$ cat config.mk
export PLATFORM = sky130hd
export DESIGN_NAME = priority_schedule_sorter
export DESIGN_NICKNAME = d
export VERILOG_FILES = /design/src/hw/rtl/pss_pkg.sv /design/src/hw/rtl/pss_cell.sv /design/src/hw/rtl/pss_emit.sv /design/src/hw/rtl/priority_schedule_sorter.sv
export SDC_FILE = /design/constraint.sdc
export NUM_CORES = 2
export LEC_CHECK = 0
export ABC_CLOCK_PERIOD_IN_PS = 5000
export BUFFER_PORTS_ARGS = -buffer_cell sky130_fd_sc_hd__buf_2
export CAP_MARGIN = 40
export CORE_UTILIZATION = 54
export DETAILED_ROUTE_END_ITERATION = 8
export MAX_ROUTING_LAYER = met4
export PLACE_DENSITY_LB_ADDON = 0.05
export SETUP_SLACK_MARGIN = 0.05
export SLEW_MARGIN = 20
export SYNTH_ARGS = -nofsm -noshare
export SYNTH_HDL_FRONTEND = slang
export SYNTH_SLANG_ARGS = --single-unit
$ cat constraint.sdc
create_clock -name i_clk -period 5 [get_ports i_clk]
set_input_delay 0.25 -clock i_clk [delete_from_list [all_inputs] [get_ports i_clk]]
set_output_delay 0.25 -clock i_clk [all_outputs]
set_load 0.03 [all_outputs]
$ cat src/hw/rtl/pss_pkg.sv
package pss_pkg;

    localparam int BURST_W = 16;
    localparam int PRIO_W  = 8;
    localparam int ID_W    = 5;
    localparam int WAIT_W  = 20;
    localparam int TOTW_W  = 23;
    localparam int TOTT_W  = 24;

    // One stored process
    typedef struct packed {
        logic [PRIO_W-1:0]  prio;
        logic [BURST_W-1:0] burst;
        logic [ID_W-1:0]    id;
    } t_entry;

    // Pop request from the sorter chain to the result stage
    typedef struct packed {
        logic pop;
        logic final_res;
        logic overflow;
    } t_emit_ctl;

    // True if process a is served before b; equal keys keep arrival order
    function automatic logic goes_first(input t_entry a, input t_entry b);
        logic res;
        if (a.prio != b.prio) begin
            res = (a.prio < b.prio);
        end else begin
            res = (a.burst > b.burst);
        end
        return res;
    endfunction

endpackage

$ cat src/hw/rtl/pss_cell.sv
module pss_cell (
    input  logic            i_clk,
    input  pss_pkg::t_entry i_new,
    input  pss_pkg::t_entry i_prev,
    input  pss_pkg::t_entry i_next,
    input  logic            i_vld,
    input  logic            i_load,
    input  logic            i_pop,
    input  logic            i_prev_ins,
    output logic            o_ins,
    output pss_pkg::t_entry o_entry
);
    import pss_pkg::*;

    t_entry r_entry;
    t_entry n_entry;

    // New request belongs at or above this slot
    assign o_ins = !i_vld || goes_first(i_new, r_entry);

    // Shift toward the tail on insert, toward the head on pop
    always_comb begin
        n_entry = r_entry;
        priority if (i_pop) begin
            n_entry = i_next;
        end else if (i_load) begin
            priority if (i_prev_ins) begin
                n_entry = i_prev;
            end else if (o_ins) begin
                n_entry = i_new;
            end
        end
    end

    always_ff @(posedge i_clk) begin
        r_entry <= n_entry;
    end

    assign o_entry = r_entry;

endmodule

$ cat src/hw/rtl/pss_emit.sv
module pss_emit (
    input  logic                        i_clk,
    input  logic                        i_rst_n,
    input  pss_pkg::t_entry             i_head,
    input  pss_pkg::t_emit_ctl          i_ctl,
    input  logic                        i_ready,
    output logic                        o_valid,
    output logic [pss_pkg::ID_W-1:0]    o_proc_id,
    output logic [pss_pkg::BURST_W-1:0] o_burst_out,
    output logic [pss_pkg::PRIO_W-1:0]  o_prio_out,
    output logic [pss_pkg::WAIT_W-1:0]  o_wait_time,
    output logic [pss_pkg::WAIT_W-1:0]  o_turnaround,
    output logic [pss_pkg::TOTW_W-1:0]  o_total_wait,
    output logic [pss_pkg::TOTT_W-1:0]  o_total_turnaround,
    output logic                        o_final_res,
    output logic                        o_overflow
);
    import pss_pkg::*;

    logic              r_valid;
    logic [TOTT_W-1:0] r_clock;
    logic [TOTW_W-1:0] r_tot_w;
    logic [TOTT_W-1:0] r_tot_t;
    t_entry            r_res;
    logic [WAIT_W-1:0] r_wait;
    logic [WAIT_W-1:0] r_tat;
    logic [TOTW_W-1:0] r_out_tw;
    logic [TOTT_W-1:0] r_out_tt;
    logic              r_final;
    logic              r_ovf;

    logic [TOTT_W-1:0] w_clk_next;
    logic [WAIT_W-1:0] w_tat;
    logic [TOTW_W-1:0] w_tot_w;
    logic [TOTT_W-1:0] w_tot_t;

    // Running sums for the head process; keep the clock as wide as the totals
    assign w_clk_next = r_clock + TOTT_W'(i_head.burst);
    assign w_tat      = w_clk_next[WAIT_W-1:0];
    assign w_tot_w    = r_tot_w + r_clock[TOTW_W-1:0];
    assign w_tot_t    = r_tot_t + w_clk_next;

    // Output valid and schedule accumulators
    always_ff @(posedge i_clk) begin
        if (!i_rst_n) begin
            r_valid <= 1'b0;
            r_clock <= '0;
            r_tot_w <= '0;
            r_tot_t <= '0;
        end else if (i_ctl.pop) begin
            r_valid <= 1'b1;
            if (i_ctl.final_res) begin
                r_clock <= '0;
                r_tot_w <= '0;
                r_tot_t <= '0;
            end else begin
                r_clock <= w_clk_next;
                r_tot_w <= w_tot_w;
                r_tot_t <= w_tot_t;
            end
        end else if (i_ready) begin
            r_valid <= 1'b0;
        end
    end

    // Capture the result payload
    always_ff @(posedge i_clk) begin
        if (i_ctl.pop) begin
            r_res    <= i_head;
            r_wait   <= r_clock[WAIT_W-1:0];
            r_tat    <= w_tat;
            r_out_tw <= i_ctl.final_res ? w_tot_w : '0;
            r_out_tt <= i_ctl.final_res ? w_tot_t : '0;
            r_final  <= i_ctl.final_res;
            r_ovf    <= i_ctl.overflow;
        end
    end

    assign o_valid            = r_valid;
    assign o_proc_id          = r_res.id;
    assign o_burst_out        = r_res.burst;
    assign o_prio_out         = r_res.prio;
    assign o_wait_time        = r_wait;
    assign o_turnaround       = r_tat;
    assign o_total_wait       = r_out_tw;
    assign o_total_turnaround = r_out_tt;
    assign o_final_res        = r_final;
    assign o_overflow         = r_ovf;

endmodule

$ cat src/hw/rtl/priority_schedule_sorter.sv
// Nonpreemptive priority scheduler. Processes arrive one request per cycle
// (burst, priority, last) and drop straight into their place in a chain of
// MAX_PROCS sorting cells, ordered by ascending priority, then longer burst
// first, then arrival order; each gets an id of 1 and up in arrival order.
// The request flagged last closes the batch and the chain then shifts out
// one result per cycle toward the output register (waiting time,
// turnaround, and totals on the final result) while the consumer does not
// stall. No requests are taken while the chain drains; the next batch may
// start as soon as the final result sits in the output register.
// Requests past MAX_PROCS are dropped and set overflow on every result of
// that batch.
module priority_schedule_sorter #(
    parameter int MAX_PROCS = 16
) (
    input  logic                        i_clk,
    input  logic                        i_rst_n,
    input  logic                        i_valid,
    output logic                        o_ready,
    input  logic [pss_pkg::BURST_W-1:0] i_burst,
    input  logic [pss_pkg::PRIO_W-1:0]  i_prio,
    input  logic                        i_last,
    output logic                        o_valid,
    input  logic                        i_ready,
    output logic [pss_pkg::ID_W-1:0]    o_proc_id,
    output logic [pss_pkg::BURST_W-1:0] o_burst_out,
    output logic [pss_pkg::PRIO_W-1:0]  o_prio_out,
    output logic [pss_pkg::WAIT_W-1:0]  o_wait_time,
    output logic [pss_pkg::WAIT_W-1:0]  o_turnaround,
    output logic [pss_pkg::TOTW_W-1:0]  o_total_wait,
    output logic [pss_pkg::TOTT_W-1:0]  o_total_turnaround,
    output logic                        o_final_res,
    output logic                        o_overflow
);
    import pss_pkg::*;

    localparam int CNT_W = $clog2(MAX_PROCS + 1);

    localparam logic ST_LOAD = 1'b0;
    localparam logic ST_EMIT = 1'b1;

    logic             r_state;
    logic             n_state;
    logic [CNT_W-1:0] r_count;
    logic [CNT_W-1:0] n_count;
    logic             r_drop;
    logic             n_drop;

    logic             w_load;
    logic             w_store;
    logic             w_full;
    logic             w_pop;
    logic             w_done;
    t_entry           w_new;
    t_emit_ctl        w_ctl;

    t_entry           w_entry [MAX_PROCS];
    logic             w_ins   [MAX_PROCS];

    assign o_ready = (r_state == ST_LOAD);
    assign w_load  = i_valid && o_ready;
    assign w_full  = (r_count == CNT_W'(MAX_PROCS));
    assign w_store = w_load && !w_full;
    assign w_pop   = (r_state == ST_EMIT) && (!o_valid || i_ready);
    assign w_done  = w_pop && (r_count == CNT_W'(1));

    // Incoming process with its arrival id
    assign w_new.prio  = i_prio;
    assign w_new.burst = i_burst;
    assign w_new.id    = ID_W'({1'b0, r_count} + (CNT_W + 1)'(1));

    // Sorting chain
    for (genvar gi = 0; gi < MAX_PROCS; gi++) begin : g_cell
        t_entry w_prev;
        t_entry w_next;
        logic   w_prev_ins;

        if (gi == 0) begin : g_head
            assign w_prev     = w_new;
            assign w_prev_ins = 1'b0;
        end else begin : g_body
            assign w_prev     = w_entry[gi-1];
            assign w_prev_ins = w_ins[gi-1];
        end

        if (gi == MAX_PROCS - 1) begin : g_tail
            assign w_next = w_entry[gi];
        end else begin : g_link
            assign w_next = w_entry[gi+1];
        end

        pss_cell u_cell (
            .i_clk      (i_clk),
            .i_new      (w_new),
            .i_prev     (w_prev),
            .i_next     (w_next),
            .i_vld      (CNT_W'(gi) < r_count),
            .i_load     (w_store),
            .i_pop      (w_pop),
            .i_prev_ins (w_prev_ins),
            .o_ins      (w_ins[gi]),
            .o_entry    (w_entry[gi])
        );
    end

    // Batch control: load, drop when full, drain on close
    always_comb begin
        n_state = r_state;
        n_count = r_count;
        n_drop  = r_drop;
        unique case (r_state)
            ST_LOAD: begin
                if (w_load) begin
                    if (w_full) begin
                        n_drop = 1'b1;
                    end else begin
                        n_count = r_count + CNT_W'(1);
                    end
                    if (i_last) begin
                        n_state = ST_EMIT;
                    end
                end
            end
            ST_EMIT: begin
                if (w_pop) begin
                    n_count = r_count - CNT_W'(1);
                    if (w_done) begin
                        n_state = ST_LOAD;
                        n_drop  = 1'b0;
                    end
                end
            end
            default: begin
                n_state = ST_LOAD;
            end
        endcase
    end

    always_ff @(posedge i_clk) begin
        if (!i_rst_n) begin
            r_state <= ST_LOAD;
            r_count <= '0;
            r_drop  <= 1'b0;
        end else begin
            r_state <= n_state;
            r_count <= n_count;
            r_drop  <= n_drop;
        end
    end

    assign w_ctl.pop       = w_pop;
    assign w_ctl.final_res = w_done;
    assign w_ctl.overflow  = r_drop;

    pss_emit u_emit (
        .i_clk              (i_clk),
        .i_rst_n            (i_rst_n),
        .i_head             (w_entry[0]),
        .i_ctl              (w_ctl),
        .i_ready            (i_ready),
        .o_valid            (o_valid),
        .o_proc_id          (o_proc_id),
        .o_burst_out        (o_burst_out),
        .o_prio_out         (o_prio_out),
        .o_wait_time        (o_wait_time),
        .o_turnaround       (o_turnaround),
        .o_total_wait       (o_total_wait),
        .o_total_turnaround (o_total_turnaround),
        .o_final_res        (o_final_res),
        .o_overflow         (o_overflow)
    );

endmodule

==> out/metrics.cfg <==
[status]
outcome = completed

[floorplan]
dieHeight_um = 279
io_pins = 149
fp.coreArea_um2 = 75900
start_util_pct = 54.6
die_x_um = 279
rows = 101
die-area_um2 = 77900

[sta]
rsz0062_at_grt = no
finalSetupTns_ps = 0
finalHoldViolations = 0
clock_skew_ps = 22.7
timing.final.crit_share_pct = 91.0
whs_ps = 189
fmax_mhz = 220
min_period_ps = 4550
worst_pin_slew_ps = 923
drv_slew = 0
relSlewSlack_pct = 37.8
setup_viol = 0

[power_and_ir_drop]
ir_drop_uv = 326
power_mw = 20.0
p_leak_nw = 19.7
power-per-cell-area_nw_per_um2 = 431

[clock_tree]
cts_tree = yes
cts.sinks = 661
cts_max_level = 3
clkTransAtPathRegs_ps = 60
cts-root-buf = clkbuf_16
post_cts_buffers = 0
clk_path_buf_depth = 3
clkLatencyLatePin_ps = 640
cts_buffers = 78

[final_layout]
nets = 4684
mostFrequentLayoutCells = edfxtp_1 (582), ha_1 (451), inv_1 (391)
layout-drive-gt1-share_pct = 10.1
regArea_um2 = 19100
areaGrowthSynthToFinish_pct = 11.7
final_common_cell = edfxtp_1
fin_util_pct = 61.0
finalInstanceArea_um2 = 46300
multi_input_comb_area_um2 = 20200
fill_cells = 6473

[grt]
grt_pass1_wl_mm = 187
track_usage_pct = 32.0
grt_pass1_vias = 32000
grt_max_degree = 163
antenna_found_initial = 5
grt-ovfl-total = 0

[min_path]
hold_depth = 3
worstHoldPathType = primary input to flip-flop

[placement]
globalplace.congestion = 0.901
hpwl_mm = 90.2
numPortBuffers = 148
post_dp_cell_area_um2 = 43900

[worst_setup_path]
path_class = flip-flop to flip-flop
cp_max_fo = 5
worstSetupStartpointType = flip-flop
ff2ff_path_depth = 17
reg2reg_setup_slack_ps = 450
cp.arrival_ps = 4930
endpoint_kind = flip-flop
crit_required_ps = 5380

[logic_synthesis]
synth-seq-cells = 661
synth_warnings = 0
synth_edf_count = 582
synth_ff_type = edfxtp_1
ys_seq_area_share_pct = 46.0
syn_area_um2 = 41500
syn_nets = 4558
yosys.cell_types.count = 82
synth_area_per_cell_um2 = 10.2
ys_async_sr_fraction_pct = 0
syn_inst = 4075

[route]
antenna_left = 0
drc_errors = 0
vias_per_cell = 6.13
via_count = 32500
wirelength_mm = 121
drt_iter0_markers = 2664
wl_per_cell_um = 22.9
dr.pass1.iters = 5

[run]
maxCapViolCount = 0

-- final cells by class --
cell class / instances / area share [%]
inverters: 393 / 3.20
multi-input cells: 2786 / 43.6
well taps: 1030 / 2.78
repair buffers: 281 / 4.11
diodes: 5 / 0.0270
flip-flops and latches: 661 / 41.1
clock inverters: 34 / 0.629
clock buffers: 109 / 4.55
-- flip-flops by register name, indices dropped and copies added, names as in the netlist --
signal and cells:
u_emit.o_prio_out 8, u_emit.o_turnaround 20, u_emit.o_proc_id 5, u_emit.o_final_res 1, u_emit.o_overflow 1, u_emit.o_total_wait 23
r_drop 1, r_count 5, u_emit.o_total_turnaround 24, g_cell.u_cell.o_entry 464, u_emit.r_tot_t 24, u_emit.r_tot_w 23
u_emit.o_burst_out 16, u_emit.o_wait_time 20, u_emit.r_clock 24, u_emit.o_valid 1, r_state 1
-- synthesized netlist by cell type (30+ instances only) --
master	number	share of area [%]
clkbuf_1	186	1.7
o221ai_1	204	4.3
ha_1	451	14
nor3_1	33	0.40
mux2i_1	186	4.5
nand2_1	348	3.1
nand3_1	248	3.0
nand2b_1	31	0.47
dfxtp_1	79	3.8
o21a_1	30	0.54
nand4_1	83	1.3
a21o_1	127	2.3
inv_1	392	3.5
xnor2_1	37	0.78
o21ai_0	358	4.3
a21oi_1	177	2.1
nor2_1	158	1.4
edfxtp_1	582	42
nor2b_1	35	0.53
-- repair_timing --
action,4_1_cts,5_1_grt
hold buffers,3,0
endpoints found under the setup margin,0,2
endpoints found under the hold margin,3,0
resized for setup,0,1
-- final timing paths --
path | startpoint | endpoint
max | g_cell[0].u_cell.o_entry[5]$_DFFE_PP_ | u_emit.o_total_turnaround[23]$_SDFFCE_PN0P_
min | i_rst_n | u_emit.r_tot_t[4]$_SDFFE_PN0P_
max reg2reg | g_cell[0].u_cell.o_entry[5]$_DFFE_PP_ | u_emit.o_total_turnaround[23]$_SDFFCE_PN0P_
min reg2reg | g_cell[0].u_cell.o_entry[2]$_DFFE_PP_ | u_emit.o_proc_id[2]$_DFFE_PP_
-- metrics by stage --
| step | setup WS (ps) | instances |
|---|---|---|
| finish | 452 | 5299 |
| CTS | 385 | 5292 |
| global placement | 402 | 5141 |
| floorplan | 227 | 4075 |
| global route | 81.1 | 5297 |
| detailed placement | 406 | 5146 |
-- layer usage --
| metal | wire length (um) | vias up | global-route usage (%) |
|---|---|---|---|
| met3 | 6970 | 227 | 4.27 |
| met1 | 51800 | 15800 | 40.9 |
| li1 | - | 15400 | - |
| met2 | 58600 | 1006 | 52.5 |
| met4 | 3930 | 0 | 10.2 |
| met5 | 0 | - | - |
-- power breakdown --
group          internal [mW]  switching [mW]
logic                   2.34            3.82
registers               7.58           0.720
clock network           3.11            2.39
total                   13.0            6.93
-- kinds of logic (layout without fill, tap and decap cells) --
logic type	after synthesis	count (layout)	synth area share [%]
mux	193	193	4.68
fa+ha+maj	454	454	13.8
simple gates	1011	1011	11.5
other cells	0	5	0
flops	661	661	46.0
compound gates	1062	1062	16.9
xor+xnor	66	66	1.39
buf+inv	628	817	5.83
-- worst max-delay path: stages (launching register included) --
cell and delay (ps):
edfxtp_1 390, ha_1 240, fa_1 410, a21o_1 200, a21oi_1 190, o21ai_0 150, a31oi_1 290, xnor2_1 210
ha_1 340, and3_1 240, a21boi_0 130, a41o_1 230, o21a_1 230, a21oi_2 290, nor4_1 140, o31a_1 320
xnor2_1 140, and2_1 160
No activity file was read; power rests on OpenSTA's default activity.
